===== src/rtl/apv_pkg.sv =====
// Shared types, constants and SHA-256 helpers for the packet verifier.
package apv_pkg;

    localparam int MAX_PAYLOAD = 1024;
    localparam int HEAD_LEN    = 14;
    localparam int TAG_LEN     = 8;
    localparam int CNT_W       = $clog2(HEAD_LEN + MAX_PAYLOAD + 1);
    localparam int PLEN_W      = 11;

    localparam logic [0:0] CFG_TOKEN_HIGH = 1'b0;
    localparam logic [0:0] CFG_TOKEN_LOW  = 1'b1;

    localparam logic [1:0] ST_OK       = 2'd0;
    localparam logic [1:0] ST_SHORT    = 2'd1;
    localparam logic [1:0] ST_MISMATCH = 2'd2;
    localparam logic [1:0] ST_LONG     = 2'd3;

    // queue entry opcodes
    typedef enum logic [1:0] {
        OP_TOKEN = 2'd0,   // hash the 16-byte token (packet start)
        OP_BYTE  = 2'd1,   // hash one byte, optionally forward as payload
        OP_FINAL = 2'd2    // verdict
    } apv_op_t;

    typedef struct packed {
        apv_op_t                 op;
        logic [7:0]              data;
        logic                    fwd;
        logic                    need_hash;
        logic [1:0]              status;
        logic [31:0]             serial;
        logic [15:0]             header;
        logic [PLEN_W-1:0]       plen;
        logic [63:0]             tag;
        logic [CNT_W-1:0]        msg_len;
    } apv_cmd_t;

    localparam logic [31:0] RK [64] = '{
        32'h428a2f98,32'h71374491,32'hb5c0fbcf,32'he9b5dba5,32'h3956c25b,32'h59f111f1,
        32'h923f82a4,32'hab1c5ed5,32'hd807aa98,32'h12835b01,32'h243185be,32'h550c7dc3,
        32'h72be5d74,32'h80deb1fe,32'h9bdc06a7,32'hc19bf174,32'he49b69c1,32'hefbe4786,
        32'h0fc19dc6,32'h240ca1cc,32'h2de92c6f,32'h4a7484aa,32'h5cb0a9dc,32'h76f988da,
        32'h983e5152,32'ha831c66d,32'hb00327c8,32'hbf597fc7,32'hc6e00bf3,32'hd5a79147,
        32'h06ca6351,32'h14292967,32'h27b70a85,32'h2e1b2138,32'h4d2c6dfc,32'h53380d13,
        32'h650a7354,32'h766a0abb,32'h81c2c92e,32'h92722c85,32'ha2bfe8a1,32'ha81a664b,
        32'hc24b8b70,32'hc76c51a3,32'hd192e819,32'hd6990624,32'hf40e3585,32'h106aa070,
        32'h19a4c116,32'h1e376c08,32'h2748774c,32'h34b0bcb5,32'h391c0cb3,32'h4ed8aa4a,
        32'h5b9cca4f,32'h682e6ff3,32'h748f82ee,32'h78a5636f,32'h84c87814,32'h8cc70208,
        32'h90befffa,32'ha4506ceb,32'hbef9a3f7,32'hc67178f2
    };

    localparam logic [31:0] IV [8] = '{
        32'h6a09e667,32'hbb67ae85,32'h3c6ef372,32'ha54ff53a,
        32'h510e527f,32'h9b05688c,32'h1f83d9ab,32'h5be0cd19
    };

    function automatic logic [31:0] rotr(input logic [31:0] x, input int n);
        rotr = (x >> n) | (x << (32 - n));
    endfunction

endpackage


===== src/rtl/apv_front.sv =====
// Front end: parses packet bytes, tracks counts and issues hash commands.
module apv_front
    import apv_pkg::*;
(
    input  logic           aclk,
    input  logic           aresetn,
    input  logic [7:0]     s_packet_byte,
    input  logic           s_is_final,
    input  logic           s_valid,
    output logic           s_ready,
    output logic           cmd_valid,
    output apv_cmd_t       cmd,
    input  logic           cmd_ready
);

    typedef enum logic [1:0] {F_IDLE, F_START, F_BYTE, F_FINAL} fstate_t;

    fstate_t           state_reg;
    logic [CNT_W-1:0]  cnt_reg;
    logic [63:0]       tag_reg;
    logic [31:0]       serial_reg;
    logic [15:0]       header_reg;
    logic              ovf_reg;
    logic [7:0]        byte_reg;
    logic              fin_reg;
    logic              fwd_reg;

    localparam logic [CNT_W-1:0] LIMIT = CNT_W'(HEAD_LEN + MAX_PAYLOAD);

    logic [CNT_W-1:0] plen_full;
    logic             short_pkt;

    assign s_ready   = (state_reg == F_IDLE);
    assign short_pkt = cnt_reg < CNT_W'(HEAD_LEN);
    assign plen_full = short_pkt ? '0 : cnt_reg - CNT_W'(HEAD_LEN);

    always_comb begin
        cmd           = '0;
        cmd.data      = byte_reg;
        cmd.fwd       = fwd_reg;
        cmd.serial    = serial_reg;
        cmd.header    = header_reg;
        cmd.plen      = PLEN_W'(plen_full);
        cmd.tag       = tag_reg;
        cmd.msg_len   = cnt_reg + CNT_W'(16 - TAG_LEN);
        cmd.need_hash = !short_pkt && !ovf_reg;
        cmd.status    = short_pkt ? ST_SHORT : (ovf_reg ? ST_LONG : ST_OK);
        unique case (state_reg)
            F_START: cmd.op = OP_TOKEN;
            F_BYTE:  cmd.op = OP_BYTE;
            default: cmd.op = OP_FINAL;
        endcase
        cmd_valid = (state_reg != F_IDLE);
    end

    always_ff @(posedge aclk) begin
        if (!aresetn) begin
            state_reg  <= F_IDLE;
            cnt_reg    <= '0;
            tag_reg    <= '0;
            serial_reg <= '0;
            header_reg <= '0;
            ovf_reg    <= 1'b0;
            fin_reg    <= 1'b0;
            fwd_reg    <= 1'b0;
            byte_reg   <= '0;
        end else begin
            unique case (state_reg)
                F_IDLE: begin
                    if (s_valid) begin
                        byte_reg <= s_packet_byte;
                        fin_reg  <= s_is_final;
                        fwd_reg  <= 1'b0;
                        if (cnt_reg < CNT_W'(TAG_LEN)) begin
                            tag_reg <= {tag_reg[55:0], s_packet_byte};
                            cnt_reg <= cnt_reg + 1'b1;
                        end else if (cnt_reg < CNT_W'(12)) begin
                            serial_reg <= {serial_reg[23:0], s_packet_byte};
                            cnt_reg    <= cnt_reg + 1'b1;
                        end else if (cnt_reg < CNT_W'(HEAD_LEN)) begin
                            header_reg <= {header_reg[7:0], s_packet_byte};
                            cnt_reg    <= cnt_reg + 1'b1;
                        end else if (cnt_reg < LIMIT) begin
                            fwd_reg  <= 1'b1;
                            cnt_reg  <= cnt_reg + 1'b1;
                        end else begin
                            ovf_reg <= 1'b1;
                        end
                        if (cnt_reg == '0) begin
                            state_reg <= F_START;
                        end else if (cnt_reg < LIMIT && cnt_reg >= CNT_W'(TAG_LEN)) begin
                            state_reg <= F_BYTE;
                        end else if (s_is_final) begin
                            state_reg <= F_FINAL;
                        end
                    end
                end
                F_START: begin
                    if (cmd_ready) begin
                        state_reg <= fin_reg ? F_FINAL : F_IDLE;
                    end
                end
                F_BYTE: begin
                    if (cmd_ready) begin
                        state_reg <= fin_reg ? F_FINAL : F_IDLE;
                    end
                end
                F_FINAL: begin
                    if (cmd_ready) begin
                        state_reg  <= F_IDLE;
                        cnt_reg    <= '0;
                        tag_reg    <= '0;
                        serial_reg <= '0;
                        header_reg <= '0;
                        ovf_reg    <= 1'b0;
                    end
                end
                default: state_reg <= F_IDLE;
            endcase
        end
    end

`ifndef SYNTHESIS
    a_cnt_bound: assert property (@(posedge aclk) disable iff (!aresetn)
        cnt_reg <= LIMIT) else $error("byte count past limit");
    a_hold: assert property (@(posedge aclk) disable iff (!aresetn)
        cmd_valid && !cmd_ready |=> cmd_valid && $stable(cmd))
        else $error("command changed while stalled");
    a_ready: assert property (@(posedge aclk) disable iff (!aresetn)
        s_ready |-> !cmd_valid) else $error("ready while command pending");
`endif

endmodule


===== src/rtl/apv_queue.sv =====
// Two-entry command queue between front end and hash engine.
module apv_queue
    import apv_pkg::*;
(
    input  logic     aclk,
    input  logic     aresetn,
    input  logic     in_valid,
    output logic     in_ready,
    input  apv_cmd_t in_cmd,
    output logic     out_valid,
    input  logic     out_ready,
    output apv_cmd_t out_cmd
);

    apv_cmd_t  mem_reg [2];
    logic      wr_reg;
    logic      rd_reg;
    logic [1:0] cnt_reg;

    logic push, pop;
    assign in_ready  = cnt_reg != 2'd2;
    assign out_valid = cnt_reg != 2'd0;
    assign out_cmd   = mem_reg[rd_reg];
    assign push      = in_valid && in_ready;
    assign pop       = out_valid && out_ready;

    always_ff @(posedge aclk) begin
        if (push) begin
            mem_reg[wr_reg] <= in_cmd;
        end
    end

    always_ff @(posedge aclk) begin
        if (!aresetn) begin
            wr_reg  <= 1'b0;
            rd_reg  <= 1'b0;
            cnt_reg <= '0;
        end else begin
            if (push) wr_reg <= !wr_reg;
            if (pop)  rd_reg <= !rd_reg;
            cnt_reg <= cnt_reg + {1'b0, push} - {1'b0, pop};
        end
    end

`ifndef SYNTHESIS
    a_no_over: assert property (@(posedge aclk) disable iff (!aresetn)
        cnt_reg <= 2'd2) else $error("queue overflow");
    a_ptr: assert property (@(posedge aclk) disable iff (!aresetn)
        (cnt_reg == 2'd0 || cnt_reg == 2'd2) |-> wr_reg == rd_reg)
        else $error("queue pointers out of step");
    a_cnt: assert property (@(posedge aclk) disable iff (!aresetn)
        push && !pop |=> cnt_reg == $past(cnt_reg) + 2'd1)
        else $error("queue count wrong");
`endif

endmodule


===== src/rtl/apv_back.sv =====
// Back end: SHA-256 engine, one round per cycle, and result output.
module apv_back
    import apv_pkg::*;
(
    input  logic        aclk,
    input  logic        aresetn,
    input  logic [63:0] token_high,
    input  logic [63:0] token_low,
    input  logic        cmd_valid,
    output logic        cmd_ready,
    input  apv_cmd_t    cmd,
    output logic        m_valid,
    input  logic        m_ready,
    output logic        m_kind,
    output logic [7:0]  m_payload_byte,
    output logic [1:0]  m_status,
    output logic [31:0] m_serial,
    output logic [3:0]  m_flag_bits,
    output logic [11:0] m_sequence_res,
    output logic [10:0] m_payload_length,
    output logic        m_run_end
);

    typedef enum logic [2:0] {
        B_IDLE, B_TOKEN, B_PUT, B_ROUND, B_ADD, B_PAD, B_OUT
    } bstate_t;

    bstate_t     state_reg;
    logic [31:0] h_reg  [8];
    logic [31:0] v_reg  [8];
    logic [31:0] w_reg  [16];
    logic [5:0]  pos_reg;
    logic [5:0]  rnd_reg;
    logic [3:0]  tok_reg;
    logic [7:0]  byte_reg;
    logic        fwd_reg;
    logic [3:0]  pad_reg;
    logic        padding_reg;
    apv_cmd_t    cur_reg;

    logic        out_valid_reg;
    logic        out_kind_reg;
    logic [7:0]  out_byte_reg;
    logic [1:0]  out_status_reg;
    logic [31:0] out_serial_reg;
    logic [15:0] out_header_reg;
    logic [10:0] out_plen_reg;

    logic [31:0] t1, t2, s0, s1, wnew;
    logic [63:0] fold;
    logic [127:0] token;
    logic [63:0]  bits;
    logic [31:0]  put_word;

    assign token = {token_high, token_low};
    assign bits  = {50'd0, cur_reg.msg_len, 3'd0};

    always_comb begin
        t1 = v_reg[7] + (rotr(v_reg[4], 6) ^ rotr(v_reg[4], 11) ^ rotr(v_reg[4], 25))
           + ((v_reg[4] & v_reg[5]) ^ (~v_reg[4] & v_reg[6])) + RK[rnd_reg] + w_reg[0];
        t2 = (rotr(v_reg[0], 2) ^ rotr(v_reg[0], 13) ^ rotr(v_reg[0], 22))
           + ((v_reg[0] & v_reg[1]) ^ (v_reg[0] & v_reg[2]) ^ (v_reg[1] & v_reg[2]));
        s0 = rotr(w_reg[1], 7) ^ rotr(w_reg[1], 18) ^ (w_reg[1] >> 3);
        s1 = rotr(w_reg[14], 17) ^ rotr(w_reg[14], 19) ^ (w_reg[14] >> 10);
        wnew = w_reg[0] + s0 + w_reg[9] + s1;
        fold = {h_reg[0], h_reg[1]} ^ {h_reg[2], h_reg[3]}
             ^ {h_reg[4], h_reg[5]} ^ {h_reg[6], h_reg[7]};
        put_word = w_reg[pos_reg[5:2]];
        unique case (pos_reg[1:0])
            2'd0: put_word = {byte_reg, 24'd0};
            2'd1: put_word[23:16] = byte_reg;
            2'd2: put_word[15:8]  = byte_reg;
            default: put_word[7:0] = byte_reg;
        endcase
    end

    assign cmd_ready = (state_reg == B_IDLE) && !out_valid_reg;
    assign m_valid          = out_valid_reg;
    assign m_kind           = out_kind_reg;
    assign m_payload_byte   = out_byte_reg;
    assign m_status         = out_status_reg;
    assign m_serial         = out_serial_reg;
    assign m_flag_bits      = out_header_reg[15:12];
    assign m_sequence_res   = out_header_reg[11:0];
    assign m_payload_length = out_plen_reg;
    assign m_run_end        = out_kind_reg;

    always_ff @(posedge aclk) begin
        if (!aresetn) begin
            state_reg     <= B_IDLE;
            out_valid_reg <= 1'b0;
            pos_reg       <= '0;
            rnd_reg       <= '0;
            tok_reg       <= '0;
            pad_reg       <= '0;
            padding_reg   <= 1'b0;
            fwd_reg       <= 1'b0;
            for (int i = 0; i < 8; i++) h_reg[i] <= IV[i];
        end else begin
            if (out_valid_reg && m_ready) out_valid_reg <= 1'b0;
            unique case (state_reg)
                B_IDLE: begin
                    if (cmd_valid && !out_valid_reg) begin
                        cur_reg  <= cmd;
                        fwd_reg  <= cmd.fwd;
                        unique case (cmd.op)
                            OP_TOKEN: begin
                                for (int i = 0; i < 8; i++) h_reg[i] <= IV[i];
                                byte_reg  <= token[127:120];
                                pos_reg   <= '0;
                                tok_reg   <= '0;
                                state_reg <= B_TOKEN;
                            end
                            OP_BYTE: begin
                                byte_reg  <= cmd.data;
                                state_reg <= B_PUT;
                            end
                            default: begin
                                if (cmd.need_hash) begin
                                    padding_reg <= 1'b1;
                                    byte_reg    <= 8'h80;
                                    pad_reg     <= '0;
                                    state_reg   <= B_PUT;
                                end else begin
                                    state_reg <= B_OUT;
                                end
                            end
                        endcase
                    end
                end
                B_TOKEN: begin
                    w_reg[pos_reg[5:2]] <= put_word;
                    pos_reg <= pos_reg + 1'b1;
                    tok_reg <= tok_reg + 1'b1;
                    byte_reg <= token[8'(7'd127 - {tok_reg + 4'd1, 3'd0}) -: 8];
                    if (tok_reg == 4'd15) state_reg <= B_IDLE;
                end
                B_PUT: begin
                    w_reg[pos_reg[5:2]] <= put_word;
                    pos_reg <= pos_reg + 1'b1;
                    if (pos_reg == 6'd63) begin
                        for (int i = 0; i < 8; i++) v_reg[i] <= h_reg[i];
                        rnd_reg   <= '0;
                        state_reg <= B_ROUND;
                    end else begin
                        state_reg <= B_PAD;
                    end
                end
                B_ROUND: begin
                    v_reg[7] <= v_reg[6]; v_reg[6] <= v_reg[5]; v_reg[5] <= v_reg[4];
                    v_reg[4] <= v_reg[3] + t1;
                    v_reg[3] <= v_reg[2]; v_reg[2] <= v_reg[1]; v_reg[1] <= v_reg[0];
                    v_reg[0] <= t1 + t2;
                    for (int i = 0; i < 15; i++) w_reg[i] <= w_reg[i+1];
                    w_reg[15] <= wnew;
                    rnd_reg <= rnd_reg + 1'b1;
                    if (rnd_reg == 6'd63) state_reg <= B_ADD;
                end
                B_ADD: begin
                    for (int i = 0; i < 8; i++) h_reg[i] <= h_reg[i] + v_reg[i];
                    state_reg <= B_PAD;
                end
                B_PAD: begin
                    // decides what follows a stored byte
                    if (!padding_reg) begin
                        if (fwd_reg) begin
                            out_valid_reg  <= 1'b1;
                            out_kind_reg   <= 1'b0;
                            out_byte_reg   <= byte_reg;
                            out_status_reg <= '0;
                            out_serial_reg <= '0;
                            out_header_reg <= '0;
                            out_plen_reg   <= '0;
                        end
                        state_reg <= B_IDLE;
                    end else if (pad_reg == 4'd8) begin
                        padding_reg <= 1'b0;
                        state_reg   <= B_OUT;
                    end else if (pos_reg == 6'd56 || pad_reg != 4'd0) begin
                        byte_reg  <= bits[8'(7'd63 - {pad_reg, 3'd0}) -: 8];
                        pad_reg   <= pad_reg + 1'b1;
                        state_reg <= B_PUT;
                    end else begin
                        byte_reg  <= 8'h00;
                        state_reg <= B_PUT;
                    end
                end
                B_OUT: begin
                    if (!out_valid_reg) begin
                        out_valid_reg  <= 1'b1;
                        out_kind_reg   <= 1'b1;
                        out_byte_reg   <= '0;
                        out_status_reg <= !cur_reg.need_hash ? cur_reg.status
                                        : (fold == cur_reg.tag ? ST_OK : ST_MISMATCH);
                        out_serial_reg <= cur_reg.serial;
                        out_header_reg <= cur_reg.header;
                        out_plen_reg   <= cur_reg.plen;
                        state_reg      <= B_IDLE;
                    end
                end
                default: state_reg <= B_IDLE;
            endcase
        end
    end

`ifndef SYNTHESIS
    a_one: assert property (@(posedge aclk) disable iff (!aresetn)
        state_reg == B_ROUND && rnd_reg == 6'd63 |=> state_reg == B_ADD)
        else $error("round count wrong");
    a_ready: assert property (@(posedge aclk) disable iff (!aresetn)
        cmd_ready |-> state_reg == B_IDLE) else $error("ready while busy");
    a_hold: assert property (@(posedge aclk) disable iff (!aresetn)
        m_valid && !m_ready |=> m_valid && $stable(m_status))
        else $error("result dropped");
`endif

endmodule


===== src/rtl/auth_packet_verifier_core.sv =====
// Top level of the authenticated packet verifier.
// Path: a payload byte passes the front end, the queue and the back end's B_PUT and
// B_PAD states before it shows on m_valid; a byte that fills a 64-byte block first
// runs the 64 rounds, one per cycle, and the sum. Verdict: padding of 9 to 72 bytes,
// each through B_PUT and B_PAD, plus one or two compressions. Flow: the back end takes
// a new command only when idle with no result pending; input stalls once the queue fills.
// Reset: synchronous active-low aresetn clears control state and tokens.
module auth_packet_verifier_core
    import apv_pkg::*;
(
    input  logic        aclk,
    input  logic        aresetn,
    input  logic        cfg_we,
    input  logic [0:0]  cfg_index,
    input  logic [63:0] cfg_data,
    input  logic        s_valid,
    output logic        s_ready,
    input  logic [7:0]  s_packet_byte,
    input  logic        s_is_final,
    output logic        m_valid,
    input  logic        m_ready,
    output logic        m_kind,
    output logic [7:0]  m_payload_byte,
    output logic [1:0]  m_status,
    output logic [31:0] m_serial,
    output logic [3:0]  m_flag_bits,
    output logic [11:0] m_sequence_res,
    output logic [10:0] m_payload_length,
    output logic        m_run_end
);

    logic [63:0] token_high_reg, token_low_reg;
    logic        f_valid, f_ready, q_valid, q_ready;
    apv_cmd_t    f_cmd, q_cmd;

    always_ff @(posedge aclk) begin
        if (!aresetn) begin
            token_high_reg <= '0;
            token_low_reg  <= '0;
        end else if (cfg_we) begin
            unique case (cfg_index)
                CFG_TOKEN_HIGH: token_high_reg <= cfg_data;
                default:        token_low_reg  <= cfg_data;
            endcase
        end
    end

    apv_front u_front (
        .aclk, .aresetn, .s_packet_byte, .s_is_final, .s_valid, .s_ready,
        .cmd_valid(f_valid), .cmd(f_cmd), .cmd_ready(f_ready)
    );

    apv_queue u_queue (
        .aclk, .aresetn, .in_valid(f_valid), .in_ready(f_ready), .in_cmd(f_cmd),
        .out_valid(q_valid), .out_ready(q_ready), .out_cmd(q_cmd)
    );

    apv_back u_back (
        .aclk, .aresetn, .token_high(token_high_reg), .token_low(token_low_reg),
        .cmd_valid(q_valid), .cmd_ready(q_ready), .cmd(q_cmd),
        .m_valid, .m_ready, .m_kind, .m_payload_byte, .m_status, .m_serial,
        .m_flag_bits, .m_sequence_res, .m_payload_length, .m_run_end
    );

endmodule


===== config.mk =====
export PLATFORM = sky130hd
export DESIGN_NAME = auth_packet_verifier_core
export DESIGN_NICKNAME = d
export VERILOG_FILES = /design/src/rtl/apv_pkg.sv /design/src/rtl/apv_front.sv /design/src/rtl/apv_queue.sv /design/src/rtl/apv_back.sv /design/src/rtl/auth_packet_verifier_core.sv
export SDC_FILE = /design/constraint.sdc
export NUM_CORES = 2
export LEC_CHECK = 0
export ABC_AREA = 1
export BUFFER_PORTS_ARGS = -buffer_cell sky130_fd_sc_hd__buf_4
export CAP_MARGIN = 20
export CORE_ASPECT_RATIO = 1.25
export CORE_MARGIN = 2
export CORE_UTILIZATION = 50
export CTS_CLUSTER_DIAMETER = 80
export DETAILED_ROUTE_END_ITERATION = 16
export GPL_TIMING_DRIVEN = 0
export PLACE_DENSITY = 0.68
export SYNTH_ARGS = -nofsm -noshare
export SYNTH_HDL_FRONTEND = slang
export SYNTH_SLANG_ARGS = --single-unit

===== constraint.sdc =====
create_clock -name aclk -period 25.2 [get_ports aclk]
set_input_delay 3.78 -clock aclk [delete_from_list [all_inputs] [get_ports aclk]]
set_output_delay 3.78 -clock aclk [all_outputs]
set_load 0.01 [all_outputs]

==> flow_summary.toml <==
[synth]
synth.avg_cell_area_sq_um = 8.54
ys.flop_type = "edfxtp_1"
synthSimpleGateAreaFrac_pct = 19.5
synth.distinct_cells = 77
syn-instance-count = 13045
synthArstFlopShare_pct = 0
synth-seq-area-share_pct = 46.5
muxShareOfSynthArea_pct = 1.66
yosysWarnings = 0
synth_nets = 13726
yosys_register_bits = 1834
synth_top_area_share_pct = 40.5
synthAdderAreaFrac_pct = 8.27
synth_top_family_by_area = "simple AND/OR/NAND/NOR gates"
synth-xor-area-share_pct = 3.74
synth_compound_area_share_pct = 13.2
synth-edff-count = 1503
syn_area_sq_um = 111000
synth_area_leaders = "edfxtp_1 41%, nand2_1 10%, dfxtp_1 6.0%"
synth_top_area_cell = "edfxtp_1"

[detailed_routing]
wirelength_mm = 532
dr.pass1.iters = 14
drtAntennaViolNets = 0
drc_errors = 0
via_count = 103798
vias_per_cell = 6.25
drtIter0Drc = 14681
routedWlPerCell_microns = 32.0

[min_path]
hold_path_class = "reg2reg"
whs_endpoint = "u_queue.mem_reg[0][142]$_DFFE_PP_"
hold_start = "u_front.byte_reg[4]$_SDFFE_PN0P_"
hold_path_depth = 0

[sta]
finalClockSkew_ns = 0.0737
whs_ns = 0.458
drv_slew = 0
finalHoldViolations = 0
fin_crit_ns = 10.90
setup_slack_ns = 14.30
tightestPinTransition_ns = 1.29
setup_viol = 0
rsz0062_at_grt = "false"
setup_tns_ns = 0
max_freq_mhz = 91.8
fin_crit_sh_pct = 43.2
slew_headroom_pct = 14.1

[worst_setup_path]
cp-startpoint = "u_back.rnd_reg[1]$_SDFFE_PN0P_"
end_kind = "flop"
regToRegEndpoint = "u_back.v_reg[0][31]$_DFFE_PP_"
cp_data_arrival_time_ns = 11.52
critPathSlowestCell = "xor2_2"
r2r-start = "u_back.rnd_reg[1]$_SDFFE_PN0P_"
rr_worst_depth = 41
path_common_cell = "nand2_1"
max_stage_delay_ns = 0.76
crit_required_ns = 25.82
critPathMaxFanout = 9
crit_type = "reg2reg"
cp-start-kind = "flop"
regToRegSetupSlack_ns = 14.30

[clock_tree]
clockBufferDepth = 4
cts_buffers = 196
clk_latency_ns = 0.91
cts_hold_buf = 0
cts_root_buf = "clkbuf_16"
cts_max_level = 4
clk_pin_slew_ns = 0.06
cts_tree = "built"
cts.sinks = 1834
cts.repair.resized = 0
cts_setup_buffers = 0

[floorplanning]
io-pin-count = 152
die_width_microns = 426
initial_utilization_pct = 50.3
die_y_microns = 532
die-area_sq_um = 227000
core_sq_um = 221000
num_rows = 193

[cells_and_area]
nFillCells = 20164
multi_input_area_sq_um = 51900
drive_gt1_share_pct = 7.93
seq_area_sq_um = 51800
layout.nets = 14167
layout-area-overhead-vs-synth_pct = 12.0
fin_util_pct = 56.4
largest_reg_flops = 512

[run]
cap_violations = 0

[placement]
dpl.hpwl_mm = 421
place_congestion = 1.12
io_buffers = 151
pre_cts_ws_ns = 14.65

[power]
p_per_area_nw_per_um2 = 118
ir_worst_vdd_uv = 113
leakagePower_nw = 51.8

[global_routing]
overflow = 0
grt_max_degree = 82
grt_usage_pct = 46.0
grt_pass1_vias = 99043
antenna_found_initial = 45
grt_pass1_wl_mm = 734

[outcome]
outcome = "complete, no violations"
## cell type report
class,count,area share (%)
Buffer,535,2.07
Multi-Input combinational cell,9237,41.6
Inverter,1439,4.34
Antenna cell,46,0.0923
Clock inverter,113,0.973
Clock buffer,242,4.25
Sequential cell,1834,41.5
Tap cell,2925,2.94
Timing Repair Buffer,243,2.19
## cells in the mapped netlist (40+ instances only)
| library cell | n |
|---|---|
| o21ai_0 | 1185 |
| nand4_1 | 109 |
| clkbuf_1 | 308 |
| nand3b_1 | 53 |
| o21bai_1 | 55 |
| fa_1 | 195 |
| ha_1 | 407 |
| o21ai_1 | 100 |
| or2_2 | 43 |
| a21oi_1 | 954 |
| a31oi_1 | 40 |
| nor2_1 | 1157 |
| dfxtp_1 | 331 |
| mux2_2 | 140 |
| nand3_1 | 706 |
| nor3_1 | 71 |
| xor2_1 | 245 |
| inv_1 | 1415 |
| nand2_1 | 3060 |
| o221ai_1 | 77 |
| a21o_1 | 69 |
| xnor2_1 | 230 |
| buf_2 | 136 |
| edfxtp_1 | 1503 |
## cells by family after synthesis
family,after synthesis
muxes,167
adders and majority gates,623
DFF,1834
xor gates and xnor gates,475
and+or+nand+nor,5290
buffers and inverters,1974
AOI/OAI and AO/OA,2682
## where the power goes
group / internal [mW] / total, mW / switching (mW)
logic: 2.12 / 7.12 / 5.01
clock network: 1.69 / 3.02 / 1.33
registers: 4.03 / 4.54 / 0.512
## worst max-delay path by stage
| stage | slack [ns] | to |
|---|---|---|
| floorplan | 9.45 | u_back.v_reg[0][0]$_DFFE_PP_ |
| global placement | 2.28 | u_back.v_reg[0][50]$_DFFE_PP_ |
| detailed placement | 14.65 | u_back.v_reg[0][30]$_DFFE_PP_ |
| CTS | 14.62 | u_back.v_reg[0][31]$_DFFE_PP_ |
| global route | 14.05 | u_back.v_reg[0][31]$_DFFE_PP_ |
| finish | 14.30 | u_back.v_reg[0][31]$_DFFE_PP_ |
## worst max-delay path, delay by kind of cell, from the launching register on
family,cells,cell delay (ns)
AOI/OAI and AO/OA,3,0.84
buffers and inverters,6,1.40
DFF,1,0.70
adders and majority gates,7,3.43
xor gates and xnor gates,1,0.76
and+or+nand+nor,24,3.49
## placed cells by master (no fill, tap or decap), types with 77 or more instances in the layout
cell type and instances:
nand2_1 3060, edfxtp_1 1503, inv_1 1413, o21ai_0 1172, nor2_1 1153, a21oi_1 954, nand3_1 706, ha_1 407
dfxtp_1 331, clkbuf_1 326, xor2_1 243, xnor2_1 227, clkbuf_16 200, fa_1 195, buf_4 188, mux2_2 140
buf_2 135, nand4_1 109, o21ai_1 100, o221ai_1 77
## per-layer routing
layer,up-vias,global-route usage [%],part of all wire [%]
li1,44877,-,-
met5,-,0,0.023
met1,48916,49.0,32
met2,7554,71.6,44
met4,16,47.7,13
met3,2435,12.5,11
## metrics by stage
stage	total power, mW	cell area, sq um	cells
final	14.7	125000	16614
after global routing	15.3	125000	16574
after detailed placement	11.4	118000	16200
after floorplan	8.56	111000	13045
after CTS	14.4	124000	16555
after global placement	11.2	116000	16121
Power figures use the tool's default switching activity.
